File: src/rtl/core/rdm_pkg.sv
// Shared widths, latencies and register indexes for the radial distortion map.
package rdm_pkg;

    // Field and register widths.
    localparam int COORD_W = 12;
    localparam int DIM_W   = 13;
    localparam int COEF_W  = 16;
    localparam int NORM_W  = 16;
    localparam int OUT_W   = 16;
    localparam int DATA_W  = 16;
    localparam int IDX_W   = 3;

    // Internal fixed-point widths.
    localparam int SQ_W    = 31;   // x*x, at most 2^30
    localparam int R2_W    = 17;   // Q2.15, at most 2.0
    localparam int R4_W    = 18;   // Q3.15, at most 4.0
    localparam int K1R2_W  = COEF_W + R2_W + 1;
    localparam int K2R4_W  = COEF_W + R4_W + 1;
    localparam int SCALE_W = 36;   // Q.29 scale with headroom
    localparam int PROD_W  = NORM_W + SCALE_W;
    localparam int T_W     = PROD_W + DIM_W + 1;

    // Divider layout: one quotient bit per step, a few steps per stage.
    localparam int REM_W      = DIM_W;
    localparam int Q_W        = NORM_W;
    localparam int DIV_STEPS  = 2;
    localparam int DIV_STAGES = Q_W / DIV_STEPS;

    // Pipeline depth of each section.
    localparam int NORM_LAT  = DIV_STAGES + 3;
    localparam int SCALE_LAT = 5;
    localparam int REMAP_LAT = 3;
    localparam int LATENCY   = NORM_LAT + SCALE_LAT + REMAP_LAT;

    // Fixed-point anchors.
    localparam int SCALE_FRAC = 29;
    localparam int R_FRAC     = 15;
    localparam int HALF_EXP   = 44;

    // Configuration register indexes.
    typedef enum logic [IDX_W-1:0] {
        CFG_IMAGE_ROWS      = 3'd0,
        CFG_IMAGE_COLS      = 3'd1,
        CFG_K1_COEFF        = 3'd2,
        CFG_K2_COEFF        = 3'd3,
        CFG_PINCUSHION_MODE = 3'd4
    } cfg_idx_t;

    // Pipeline control shared by all sections.
    typedef struct packed {
        logic en;
    } pipe_ctrl_t;

endpackage

File: src/rtl/core/rdm_remap.sv
// Maps one scaled normalized coordinate back to saturated pixel units.
module rdm_remap #(
    parameter int FRAC_BITS = 4
) (
    input  logic                                clk,
    input  rdm_pkg::pipe_ctrl_t                 ctrl,
    input  logic signed [rdm_pkg::NORM_W-1:0]   v,
    input  logic signed [rdm_pkg::SCALE_W-1:0]  scale,
    input  logic [rdm_pkg::DIM_W-1:0]           dim,
    output logic signed [rdm_pkg::OUT_W-1:0]    pix,
    output logic                                clip
);
    import rdm_pkg::*;

    localparam int RND_SHIFT = HALF_EXP + 1 - FRAC_BITS;
    localparam logic signed [PROD_W-1:0] HALF_BIAS = PROD_W'(1) << HALF_EXP;
    localparam logic signed [T_W-1:0]    RND_BIAS  = T_W'(1) << (RND_SHIFT - 1);
    localparam logic signed [T_W-1:0]    PIX_MAX   = T_W'(2**(OUT_W-1) - 1);
    localparam logic signed [T_W-1:0]    PIX_MIN   = -T_W'(2**(OUT_W-1));

    logic signed [PROD_W-1:0] prod_reg;
    logic signed [T_W-1:0]    t_reg;
    logic signed [T_W-1:0]    shifted;
    logic signed [OUT_W-1:0]  pix_next;
    logic                     clip_next;
    logic signed [OUT_W-1:0]  pix_reg;
    logic                     clip_reg;

    // Coordinate times scale.
    always_ff @(posedge clk)
    begin
        if (ctrl.en)
        begin
            prod_reg <= PROD_W'(v * scale);
        end
    end

    // Shift from [-1,1) to [0,2) and multiply by the dimension.
    always_ff @(posedge clk)
    begin
        if (ctrl.en)
        begin
            t_reg <= T_W'((prod_reg + HALF_BIAS) * $signed({1'b0, dim}));
        end
    end

    // Round half up, drop to the output fraction and clip to 16 bits.
    assign shifted = (t_reg + RND_BIAS) >>> RND_SHIFT;

    always_comb
    begin
        clip_next = 1'b0;
        pix_next  = shifted[OUT_W-1:0];
        if (shifted > PIX_MAX)
        begin
            pix_next  = PIX_MAX[OUT_W-1:0];
            clip_next = 1'b1;
        end
        else if (shifted < PIX_MIN)
        begin
            pix_next  = PIX_MIN[OUT_W-1:0];
            clip_next = 1'b1;
        end
    end

    always_ff @(posedge clk)
    begin
        if (ctrl.en)
        begin
            pix_reg  <= pix_next;
            clip_reg <= clip_next;
        end
    end

    assign pix  = pix_reg;
    assign clip = clip_reg;

endmodule

File: config.mk
export PLATFORM = sky130hd
export DESIGN_NAME = rdm_remap
export DESIGN_NICKNAME = d
export VERILOG_FILES = /design/src/rtl/core/rdm_pkg.sv /design/src/rtl/core/rdm_remap.sv
export SDC_FILE = /design/constraint.sdc
export NUM_CORES = 2
export LEC_CHECK = 0
export ABC_AREA = 1
export BUFFER_PORTS_ARGS = -buffer_cell sky130_fd_sc_hd__buf_4
export CORE_AREA = 5 5 314 254
export CTS_BUF_LIST = sky130_fd_sc_hd__clkbuf_4 sky130_fd_sc_hd__clkbuf_8
export DETAILED_ROUTE_END_ITERATION = 10
export DIE_AREA = 0 0 319 259
export GPL_ROUTABILITY_DRIVEN = 0
export PLACE_DENSITY = 0.81
export REMOVE_ABC_BUFFERS = 1
export SYNTH_ARGS = -nofsm -noshare
export SYNTH_HDL_FRONTEND = slang
export SYNTH_SLANG_ARGS = --single-unit
File: constraint.sdc
create_clock -name clk -period 9.5 [get_ports clk]
set_clock_uncertainty 0.2 [all_clocks]
set_input_delay 1.425 -clock clk [delete_from_list [all_inputs] [get_ports clk]]
set_output_delay 1.425 -clock clk [all_outputs]
set_load 0.02 [all_outputs]
; ---- After elaboration in Yosys (flattened, before gate mapping)
; Cells that the tools add are included.
; Widths: inputs -> output; s select.
[word_totals]
regBits = 135
elab_cells = 12
out_inout_bits = 17
inputBits = 67
[op_classes]
order_cmp = 2
muxes = 2
n_addsub = 2
mul = 2
[op_table]
columns = cell, n
row1 = $add 66x42->66 const B, 1
row2 = $mul 53x14->66, 1
row3 = $add 52x46->53 const B, 1
row4 = $mul 16x36->52, 1
row5 = $gt 25x16->1 const B, 1
row6 = $lt 25x16->1 const B, 1
row7 = $mux 16, 1
row8 = $mux 1, 1

; ---- Longest topological paths before layout
[depth]
ltp_word = 3
ltp_mapped = 31
mapped_depth_nobuf = 30

; ---- Worst setup path after synthesis
; No wires, ideal clock.
[synth_path]
path_kind = input -> register
from = input port v[4] in the netlist's numbering
to = register prod_reg[51], data pin
required_time_ns = 9.048
setup_slack_ns = 2.300
setup_time_ns = 0.252
path_stages = 23
arrival_time_ns = 6.747
n_path_buf = 2
cell_sequence = clkbuf_1 > clkbuf_1 > nand2_1 > fa_1 > inv_1 > fa_1 > inv_1 > fa_1 > fa_1 > fa_1 > fa_1 > inv_1 > ha_1 > nand2_1 > nor2_1 > inv_1 > nor2_1 > inv_1 > nor2_1 > inv_1 > o21a_1 > nand3_1 > nand2_1
[synth_via]
elab_chain_len = 1
[synth_rtl]
columns = element, line_no
row1 = "start, declared", rdm_remap.sv:7  ; input logic signed [rdm_pkg::NORM_W-1:0] v,
row2 = $mul 16x36->52, rdm_remap.sv:34  ; prod_reg <= PROD_W'(v * scale);
row3 = "end signal, assigned", rdm_remap.sv:34
row4 = "end, declared", rdm_remap.sv:21  ; logic signed [PROD_W-1:0] prod_reg;
; No other way between the ends.
; A chain may end at the register's enable or synchronous reset.

; ---- Final worst setup path
[layout_path]
from = register prod_reg[44]
to = register t_reg[64], data pin
[layout_via]
elab_chain_len = 2
[layout_rtl]
columns = element, line_no
row1 = $add 52x46->53, rdm_remap.sv:43  ; t_reg <= T_W'((prod_reg + HALF_BIAS) * $signed({1'b0, dim}));
row2 = $mul 53x14->66, rdm_remap.sv:43
row3 = "end signal, assigned", rdm_remap.sv:43
row4 = "end, declared", rdm_remap.sv:22  ; logic signed [T_W-1:0] t_reg;
; No other way between the ends.

==> impl_metrics.tcl <==
set metrics [dict create \
    endpoint_kind "register" \
    dpl_cell_area_mm2 0.0500 \
    cts-root-buf "clkbuf_8" \
    portBuffers 83 \
    area_growth_pct 2.43 \
    final.setup.tns_ns 0 \
    core_mm2 0.0764 \
    violations "design-rule violations" \
    synthCells 6469 \
    hold_violations 0 \
    start_util 0.642 \
    min_path_cells 4 \
    finalCriticalPeriod_ns 7.97 \
    cp_data_arrival_time_ns 7.93 \
    ios 84 \
    numCtsBuffers 9 \
    tightest_slew_ns 0.949 \
    worstSetupPathType "reg2reg" \
    setup_viol 0 \
    die_area_mm2 0.0826 \
    cts_max_level 3 \
    syn_area_per_cell_um2 7.58 \
    reg2regPathDepth 25 \
    overflow 0 \
    die_h_um 259 \
    wl_met2_um 56700 \
    largest_reg_flops 52 \
    min_path_type "reg2reg" \
    grt_pass1_vias 42400 \
    grt_pass1_wl_um 212000 \
    fmaxAchievable_mhz 125 \
    synth_area_mm2 0.0490 \
    rrSetupSlack_ns 1.53 \
    clockBufferDepth 2 \
    grtUsageTotal 0.316 \
    layout_setup_ws_ns 1.53 \
    rsz0062_at_grt "no" \
    grt_antenna_before_repair 1 \
    wl_met3_um 15800 \
    cp-start-kind "register" \
    drt_iter0_drc 4182 \
    cts_tree "done" \
    die_x_um 319 \
    slew_headroom 0.363 \
    yosys-top-cells-count "inv_1 (2020), nand2_1 (1707), fa_1 (1146), nor2_1 (401), ha_1 (267)" \
    drcViolationCount 1 \
    hpwlAfterDp_um 104000 \
    vias 40200 \
    yosysUniqueCellTypes 38 \
    grt_max_degree 54 \
    wl_per_cell_um 17.2 \
    crit_fanout 10 \
    nNetsFinal 7797 \
    viasPerCell 5.47 \
    highest_layer "met4" \
    holdBufCountCts 0 \
    post_cts_resized 0 \
    cts_sinks 95 \
    synth_top_area_share 0.468 \
    clock_latency_ns 0.42 \
    dp_slack_ns 1.47 \
    drive_gt1_frac 0.0198 \
    fin_crit_sh 0.839 \
    core.rowCount 91 \
    yosys.area.top_type "fa_1" \
    yosysMostFrequentCell "inv_1" \
    synth-seq-area-share 0.0582 \
    outcome "finished with violations" \
    finalWirelength_um 126000 \
    synthArstFlopShare 0 \
    clk_pin_slew_worst_paths_ns 0.11 \
    design_area_mm2 0.0502 \
    synth.area.top_cells "fa_1 (47%), inv_1 (15%), nand2_1 (13%)" \
    post_cts.repair.setup_buffers 0 \
    ant_nets 0 \
    ys_warn_count 0 \
    met1_length_um 50000 \
    dr.pass1.iters 11 \
    synth_flop_cell "edfxtp_1" \
    synth.ff_latch_count 95 \
    cp.required_ns 9.46 \
    synth-edff-count 95 \
    drv_cap 0 \
    drv_slew 0 \
]
-- per-layer routing --
metal	vias to the layer above	track usage
met5	-	0
met4	0	0.0851
met3	347	0.0717
met2	2451	0.505
met1	19600	0.444
li1	17800	-
-- cells in the final DEF (no fill, tap or decap), drive strengths merged --
| cell | n |
|---|---|
| nor2 | 407 |
| nand2 | 1712 |
| xnor2 | 35 |
| diode | 1 |
| a21o | 19 |
| bufinv | 1 |
| o211ai | 3 |
| a31oi | 11 |
| nand3 | 96 |
| a21boi | 9 |
| a211oi | 1 |
| o21a | 5 |
| clkbuf | 10 |
| o21bai | 13 |
| and3 | 2 |
| ha | 267 |
| nand4 | 16 |
| nor3 | 32 |
| and2 | 3 |
| xor2 | 44 |
| buf | 88 |
| inv | 2024 |
| or2 | 6 |
| clkinv | 3 |
| nor4 | 9 |
| nand3b | 4 |
| a21oi | 150 |
| fa | 1146 |
| clkinvlp | 1 |
| edfxtp | 95 |
| o21ai | 110 |
-- logic make-up after synthesis --
| logic type | count (synthesis) | share of synthesized area |
|---|---|---|
| AND/OR/NAND/NOR | 2287 | 0.181 |
| adder cells (fa/ha/maj) | 1413 | 0.536 |
| XOR/XNOR | 79 | 0.0141 |
| flip-flops | 95 | 0.0582 |
| AO/OA/AOI/OAI | 321 | 0.0356 |
| buffers and inverters | 2274 | 0.174 |
-- worst max-delay path, stage by stage (launching register included) --
cell and delay, ns:
edfxtp_1 0.67, ha_1 0.34, nand2_1 0.08, nor2_1 0.05, nand4_1 0.11, and2_1 0.50, inv_1 0.23, nor2_1 0.31
inv_1 0.12, fa_1 0.60, fa_1 0.48, inv_1 0.33, fa_1 0.53, fa_1 0.51, fa_1 0.49, inv_1 0.06
fa_1 0.52, inv_1 0.05, ha_1 0.38, nand2_1 0.13, nor3_1 0.28, nand2_1 0.15, nor4_1 0.30, nand2_1 0.14
nand3_1 0.09, nand2_1 0.06
-- area by class of cell --
cell class	count	area, um^2
Multi-Input combinational cell	4100	37600
Antenna cell	1	2.50
Tap cell	1023	1280
Clock buffer	10	131
Fill cell	6242	26200
Clock inverter	6	68.8
Timing Repair Buffer	88	661
Sequential cell	95	2850
Inverter	2023	7590
-- final timing paths --
path,start,end
setup / recovery,prod_reg[44]$_DFFE_PP_,t_reg[64]$_DFFE_PP_
hold / removal,t_reg[65]$_DFFE_PP_,pix[15]$_SDFFCE_PN0P_
setup reg to reg,prod_reg[44]$_DFFE_PP_,t_reg[64]$_DFFE_PP_
hold reg to reg,t_reg[65]$_DFFE_PP_,pix[15]$_SDFFCE_PN0P_
-- through the flow --
| stage | util | cells | hold WS, ns |
|---|---|---|---|
| 6_report | 0.657 | 7346 | 0.508 |
| 4_1_cts | 0.657 | 7345 | 0.514 |
| 5_1_grt | 0.657 | 7345 | 0.571 |
| 3_5_place_dp | 0.654 | 7329 | 0.502 |
| 2_1_floorplan | - | 6218 | 0.446 |
| 3_3_place_gp | 0.654 | 7329 | 0.488 |
Power is not shown: default switching activity piles up to over one toggle a cycle in this logic, so the estimate is an artifact.
