File: src/rtl/core/rdm_pkg.sv
// Shared widths, latencies and register indexes for the radial distortion map.
package rdm_pkg;

    // Field and register widths.
    localparam int COORD_W = 12;
    localparam int DIM_W   = 13;
    localparam int COEF_W  = 16;
    localparam int NORM_W  = 16;
    localparam int OUT_W   = 16;
    localparam int DATA_W  = 16;
    localparam int IDX_W   = 3;

    // Internal fixed-point widths.
    localparam int SQ_W    = 31;   // x*x, at most 2^30
    localparam int R2_W    = 17;   // Q2.15, at most 2.0
    localparam int R4_W    = 18;   // Q3.15, at most 4.0
    localparam int K1R2_W  = COEF_W + R2_W + 1;
    localparam int K2R4_W  = COEF_W + R4_W + 1;
    localparam int SCALE_W = 36;   // Q.29 scale with headroom
    localparam int PROD_W  = NORM_W + SCALE_W;
    localparam int T_W     = PROD_W + DIM_W + 1;

    // Divider layout: one quotient bit per step, a few steps per stage.
    localparam int REM_W      = DIM_W;
    localparam int Q_W        = NORM_W;
    localparam int DIV_STEPS  = 2;
    localparam int DIV_STAGES = Q_W / DIV_STEPS;

    // Pipeline depth of each section.
    localparam int NORM_LAT  = DIV_STAGES + 3;
    localparam int SCALE_LAT = 5;
    localparam int REMAP_LAT = 3;
    localparam int LATENCY   = NORM_LAT + SCALE_LAT + REMAP_LAT;

    // Fixed-point anchors.
    localparam int SCALE_FRAC = 29;
    localparam int R_FRAC     = 15;
    localparam int HALF_EXP   = 44;

    // Configuration register indexes.
    typedef enum logic [IDX_W-1:0] {
        CFG_IMAGE_ROWS      = 3'd0,
        CFG_IMAGE_COLS      = 3'd1,
        CFG_K1_COEFF        = 3'd2,
        CFG_K2_COEFF        = 3'd3,
        CFG_PINCUSHION_MODE = 3'd4
    } cfg_idx_t;

    // Pipeline control shared by all sections.
    typedef struct packed {
        logic en;
    } pipe_ctrl_t;

endpackage

File: src/rtl/core/rdm_normalize.sv
// Normalizes one pixel index to signed Q1.15 through a pipelined divider.
module rdm_normalize (
    input  logic                                clk,
    input  rdm_pkg::pipe_ctrl_t                 ctrl,
    input  logic [rdm_pkg::COORD_W-1:0]         pos,
    input  logic [rdm_pkg::DIM_W-1:0]           dim,
    output logic signed [rdm_pkg::NORM_W-1:0]   norm
);
    import rdm_pkg::*;

    logic [COORD_W-1:0] pos_reg;
    logic [DIM_W-1:0]   two_pos;
    logic               sat_next;
    logic               neg_next;
    logic [REM_W-1:0]   mag_next;
    logic               sat_reg;
    logic               neg_reg;
    logic [REM_W-1:0]   mag_reg;

    logic [REM_W-1:0] rem_reg [DIV_STAGES];
    logic [Q_W-1:0]   quo_reg [DIV_STAGES];
    logic             dsat_reg [DIV_STAGES];
    logic             dneg_reg [DIV_STAGES];

    logic signed [NORM_W-1:0] norm_next;
    logic signed [NORM_W-1:0] norm_reg;

    // Input register: the index is held before any configuration is read.
    always_ff @(posedge clk)
    begin
        if (ctrl.en)
        begin
            pos_reg <= pos;
        end
    end

    // Signed numerator 2*pos - dim as sign and magnitude, plus the clip case.
    assign two_pos  = {pos_reg, 1'b0};
    assign sat_next = ({1'b0, pos_reg} >= dim);
    assign neg_next = (two_pos < dim);
    assign mag_next = neg_next ? (dim - two_pos) : (two_pos - dim);

    always_ff @(posedge clk)
    begin
        if (ctrl.en)
        begin
            sat_reg <= sat_next;
            neg_reg <= neg_next;
            mag_reg <= mag_next;
        end
    end

    // Restoring divider: magnitude * 2^15 / dim, two quotient bits per stage.
    for (genvar g = 0; g < DIV_STAGES; g++)
    begin : g_div
        logic [REM_W-1:0] rem_in;
        logic [Q_W-1:0]   quo_in;
        logic             sat_in;
        logic             neg_in;
        logic [REM_W-1:0] rem_next;
        logic [Q_W-1:0]   quo_next;

        if (g == 0)
        begin : g_first
            assign rem_in = mag_reg;
            assign quo_in = '0;
            assign sat_in = sat_reg;
            assign neg_in = neg_reg;
        end
        else
        begin : g_rest
            assign rem_in = rem_reg[g-1];
            assign quo_in = quo_reg[g-1];
            assign sat_in = dsat_reg[g-1];
            assign neg_in = dneg_reg[g-1];
        end

        // Each step compares, subtracts and doubles the partial remainder.
        always_comb
        begin
            logic [REM_W-1:0] r;
            logic [REM_W-1:0] r_sub;
            logic [Q_W-1:0]   q;
            logic             b;
            r = rem_in;
            q = quo_in;
            for (int k = 0; k < DIV_STEPS; k++)
            begin
                b     = (r >= dim);
                r_sub = b ? (r - dim) : r;
                q     = {q[Q_W-2:0], b};
                r     = {r_sub[REM_W-2:0], 1'b0};
            end
            rem_next = r;
            quo_next = q;
        end

        always_ff @(posedge clk)
        begin
            if (ctrl.en)
            begin
                rem_reg[g]  <= rem_next;
                quo_reg[g]  <= quo_next;
                dsat_reg[g] <= sat_in;
                dneg_reg[g] <= neg_in;
            end
        end
    end

    // Apply the sign and clip positions at or past the far edge.
    always_comb
    begin
        if (dsat_reg[DIV_STAGES-1])
        begin
            norm_next = NORM_W'(2**(NORM_W-1) - 1);
        end
        else if (dneg_reg[DIV_STAGES-1])
        begin
            norm_next = -quo_reg[DIV_STAGES-1];
        end
        else
        begin
            norm_next = quo_reg[DIV_STAGES-1];
        end
    end

    always_ff @(posedge clk)
    begin
        if (ctrl.en)
        begin
            norm_reg <= norm_next;
        end
    end

    assign norm = norm_reg;

endmodule

File: config.mk
export PLATFORM = sky130hd
export DESIGN_NAME = rdm_normalize
export DESIGN_NICKNAME = d
export VERILOG_FILES = /design/src/rtl/core/rdm_pkg.sv /design/src/rtl/core/rdm_normalize.sv
export SDC_FILE = /design/constraint.sdc
export NUM_CORES = 1
export LEC_CHECK = 0
export BUFFER_PORTS_ARGS = -buffer_cell sky130_fd_sc_hd__buf_4
export CORE_ASPECT_RATIO = 2
export CORE_MARGIN = 2
export CORE_UTILIZATION = 55
export CTS_CLUSTER_SIZE = 40
export DETAILED_ROUTE_END_ITERATION = 8
export PLACE_DENSITY = 0.71
export SLEW_MARGIN = 10
export SYNTH_ARGS = -nofsm -noshare
export SYNTH_HDL_FRONTEND = slang
export SYNTH_SLANG_ARGS = --single-unit
export TNS_END_PERCENT = 50
File: constraint.sdc
create_clock -name clk -period 7.7 [get_ports clk]
set_clock_uncertainty 0.2 [all_clocks]
set_input_delay 0.77 -clock clk [delete_from_list [all_inputs] [get_ports clk]]
set_output_delay 0.77 -clock clk [all_outputs]
set_load 0.05 [all_outputs]
After elaboration in Yosys (flattened, before gate mapping)
Memory sizes are Yosys's and may differ from the RTL's.
Index checks and enable logic that the tools add are counted.
{"block": "classes", "n_addsub": 19, "mul": 0, "n_div": 0, "magnitude_cmp": 18, "n_eq_ne": 0, "n_shift": 0, "mux": 20, "bitwise": 0, "n_reduce_logical": 0}
{"cell": "$ge 13x13->1", "count": 16}
{"cell": "$mux 12", "count": 16}
{"cell": "$sub 12x12->12", "count": 16}
{"cell": "$sub 13x13->13", "count": 2}
{"cell": "$mux 16", "count": 1}
{"cell": "$neg 16->16", "count": 1}
{"cell": "$ge 12x13->1", "count": 1}
{"cell": "$lt 13x13->1", "count": 1}
{"cell": "$mux 13", "count": 1}
{"cell": "$mux 1", "count": 2}
{"block": "word_totals", "ff_bits": 43, "latchBits": 0, "ramBits": 240, "mem_bits_ro": 0, "inputBits": 27, "out_inout_bits": 16, "word_cells": 66, "mem_count": 4}
{"name": "quo_reg", "depth": 8, "width": 16, "rd": 8, "rd_ports_with_merged_regs": 0, "wr": 8, "line_no": "rdm_normalize.sv:21", "rtl": "logic [Q_W-1:0] quo_reg [DIV_STAGES];"}
{"name": "rem_reg", "depth": 8, "width": 12, "rd": 7, "rd_ports_with_merged_regs": 0, "wr": 8, "line_no": "rdm_normalize.sv:20", "rtl": "logic [REM_W-1:0] rem_reg [DIV_STAGES];"}
{"name": "dneg_reg", "depth": 8, "width": 1, "rd": 8, "rd_ports_with_merged_regs": 0, "wr": 8, "line_no": "rdm_normalize.sv:23", "rtl": "logic dneg_reg [DIV_STAGES];"}
{"name": "dsat_reg", "depth": 8, "width": 1, "rd": 8, "rd_ports_with_merged_regs": 0, "wr": 8, "line_no": "rdm_normalize.sv:22", "rtl": "logic dsat_reg [DIV_STAGES];"}

Depth between registers and ports, before layout
An unclocked memory read counts as a cell.
{"block": "logic_depth", "word_depth": 5, "mapped_depth": 23, "ltp_nobuf": 19}

Worst setup path after synthesis
No wires, ideal clock.
{"block": "synth_timing", "path_kind": "input port to flip-flop", "startpoint": "input port dim[0] in the netlist's numbering", "endpoint": "memory rem_reg[1][4] in the netlist's numbering, data pin", "setup_ns": 0.260, "arrival_time_ns": 5.711, "required_ns": 7.240, "setup_slack_ns": 1.529, "path_stages": 21, "path_buffers": 6, "path_cell_list": "buf_4 buf_4 inv_1 clkbuf_1 ha_1 nand3_1 o41ai_1 nor2_1 a21oi_1 buf_2 mux2_2 ha_1 clkbuf_1 nand4_1 nor4_1 nor3_1 a32o_1 a31o_2 inv_1 buf_4 mux2_2"}
{"item": "start, declared", "line_no": "rdm_normalize.sv:6", "rtl": "input logic [rdm_pkg::DIM_W-1:0] dim,"}
{"item": "end, declared", "line_no": "rdm_normalize.sv:20"}

==> results.py <==
metrics = {
    "run_status": {
        "outcome": "complete, no violations",
    },
    "final_layout": {
        "layout-drive-gt1-share": 0.141,
        "antenna_cells": 0,
        "mostFrequentLayoutCells": "237 x ha_1, 215 x edfxtp_1, 119 x mux2_2, 113 x a21oi_1, 113 x nor2_1",
        "final_common_cell": "ha_1",
        "area_growth_syn_to_layout_pct": 8.91,
        "largest_reg_flops": 84,
        "fin_nets": 2120,
    },
    "yosys": {
        "post_synth_inst_count": 1781,
        "synth_ff_type": "edfxtp_1",
        "synthArstFlopShare": 0,
        "ys_seq_elements": 215,
        "ys_warn_count": 0,
        "synth.distinct_cells": 83,
        "synth_edf_count": 215,
        "yosysSeqAreaShare": 0.351,
        "syn_area_um2": 18400,
        "synth.avg_cell_area_um2": 10.3,
        "syn_nets": 2056,
    },
    "clocking": {
        "tritoncts": "built",
        "path_clk_slew_ns": 0.06,
        "cts_made_buffers": 23,
        "cts_root_buf": "clkbuf_16",
        "post_cts_resize_count": 0,
        "numClockSinks": 215,
        "clock_path_buffers": 3,
        "post_cts_buffers": 0,
        "clk_latency_ns": 0.55,
        "htree_levels": 1,
        "holdBufCountCts": 0,
    },
    "global_routing": {
        "grt_pass1_wl_mm": 75.5,
        "antenna_found_initial": 0,
        "grt_overflow": 0,
        "grt_max_degree": 92,
        "grt_pass1_vias": 14900,
        "track_usage": 0.273,
    },
    "routing": {
        "ant_nets": 0,
        "vias": 14500,
        "drtIter0Drc": 854,
        "dr.pass1.iters": 5,
        "wl_per_cell_um": 20.9,
        "viasPerCell": 6.31,
        "route.detailed.drc": 0,
        "drt-total-wl_mm": 47.9,
    },
    "place": {
        "portBuffers": 42,
        "dp_hpwl_mm": 37.0,
        "dp_slack_ns": 1.30,
        "place_congestion": 0.939,
    },
    "pwr": {
        "clockPowerShare": 0.101,
        "intPower_mw": 5.94,
        "leakage_nw": 8.30,
        "power_frac_comb": 0.688,
        "switching_share": 0.438,
        "seqPwrFrac": 0.210,
        "irDropWorstVdd_mv": 0.375,
        "p_sw_mw": 4.62,
        "power.density_nw_per_um2": 526,
    },
    "worst_hold_path": {
        "holdPathStages": 1,
        "hold-path-endpoint": "pos_reg[2]$_DFFE_PP_",
        "min_from": "pos[2]",
        "hold_class": "in -> reg",
    },
    "worst_setup_path": {
        "r2r_end": "rem_reg[1][11]$_DFFE_PP_",
        "path_max_fanout": 15,
        "ff2ff_path_depth": 16,
        "critical_path_class": "in -> reg",
        "critPathArrivalTime_ns": 6.03,
        "r2r_slack_ns": 2.40,
        "critPathCaptureType": "flip-flop",
        "cp-start-kind": "primary input",
        "r2r_start": "rem_reg[0][1]$_DFFE_PP_",
        "required_ns": 7.78,
    },
    "floorplanning": {
        "initial_core_util": 0.559,
        "core_um2": 32900,
        "ios": 43,
        "die_y_um": 263,
        "dieArea_um2": 35100,
        "die_x_um": 133,
        "num_rows": 94,
    },
    "sta": {
        "rsz0062_at_grt": "false",
        "setup_slack_ns": 1.76,
        "hold_viol": 0,
        "tns_ns": 0,
        "relSlewSlack": 0.380,
        "drv_slew": 0,
        "max_freq_ghz": 0.168,
        "setup_viol_count_final": 0,
        "period_share": 0.772,
        "period_needed_ns": 5.94,
        "worst_pin_slew_ns": 0.929,
    },
    "job": {
        "cap_violations": 0,
    },
}
[critical path, stage by stage]
cell,delay [ns]
buf_4,0.13
inv_1,0.56
buf_4,0.33
ha_1,0.27
nor2b_1,0.13
o21ai_0,0.30
o211ai_1,0.29
a31o_2,0.33
o21a_1,0.38
mux2_2,0.37
ha_1,0.34
a21oi_1,0.25
nor2_1,0.06
a211oi_1,0.39
a31oi_1,0.21
a211oi_4,0.40
inv_2,0.19
mux2_2,0.31
[synth_stat cells (18+ instances only)]
master / instances / share of area
o21ai_0: 84 / 0.023
xor2_1: 66 / 0.031
nor3_1: 43 / 0.012
nand4_1: 29 / 0.0099
nand2_1: 103 / 0.021
a31oi_1: 18 / 0.0061
xnor2_1: 80 / 0.038
o31ai_1: 19 / 0.0077
clkbuf_1: 21 / 0.0043
nand2b_1: 23 / 0.0078
edfxtp_1: 215 / 0.35
o21a_1: 47 / 0.019
a21oi_1: 113 / 0.031
mux2_2: 119 / 0.073
inv_1: 69 / 0.014
a21o_1: 57 / 0.023
nor2_1: 113 / 0.023
ha_1: 237 / 0.16
nand3_1: 27 / 0.0073
[power by group through the flow]
stage / clock, mW / sequential (mW) / combinational [mW]
detailed placement: 0 / 2.24 / 7.17
global placement: 0 / 2.23 / 7.00
CTS: 1.09 / 2.22 / 7.23
global route: 1.13 / 2.24 / 8.02
finish: 1.07 / 2.22 / 7.26
floorplan: 0 / 2.12 / 5.71
[through the flow]
step | util | hold slack, ns | instances | total power [mW] | area [um2]
after global routing | 0.609 | 0.190 | 2293 | 11.4 | 20100
final | 0.609 | 0.197 | 2293 | 10.6 | 20100
after floorplan | - | 0.200 | 1781 | 7.83 | 18400
after global placement | 0.588 | 0.200 | 2252 | 9.23 | 19400
after detailed placement | 0.588 | 0.205 | 2252 | 9.41 | 19400
after CTS | 0.609 | 0.186 | 2293 | 10.5 | 20100
[cell type report]
type                    instances  area [um2]
fillers                      2753       12900
flip-flops and latches        215        6460
multi-input cells            1454       11500
repair buffers                 78         593
inverters                      73         274
well taps                     432         541
clock inverters                11        98.8
clock buffers                  30         602
[worst max-delay path by stage]
| stage | start | slack (ns) | cells after the start | to |
|---|---|---|---|---|
| after floorplan | dim[0] | 1.53 | 21 | rem_reg[1][4]$_DFFE_PP_ |
| after global placement | dim[1] | 1.38 | 18 | rem_reg[4][6]$_DFFE_PP_ |
| after detailed placement | dim[1] | 1.30 | 18 | rem_reg[4][6]$_DFFE_PP_ |
| after CTS | dim[1] | 1.84 | 18 | rem_reg[4][6]$_DFFE_PP_ |
| after global routing | dim[1] | 1.50 | 18 | rem_reg[4][8]$_DFFE_PP_ |
| final | dim[1] | 1.76 | 18 | rem_reg[4][6]$_DFFE_PP_ |
[layer usage]
metal  track usage  vias to the layer above  routed length, um
li1              -                     6914                  -
met1         0.259                     6974              16400
met2         0.512                      353              25100
met3        0.0260                      222               1440
met4         0.238                        0               4910
met5             0                        -                  0
[cell families after synthesis]
family / after synthesis / share of synthesized area
buf+inv: 112 / 0.0254
fa+ha+maj: 248 / 0.173
mux: 139 / 0.0847
xor+xnor: 146 / 0.0694
simple gates: 443 / 0.120
compound gates: 478 / 0.177
flops: 215 / 0.351
No activity file was read; power rests on OpenSTA's default activity.
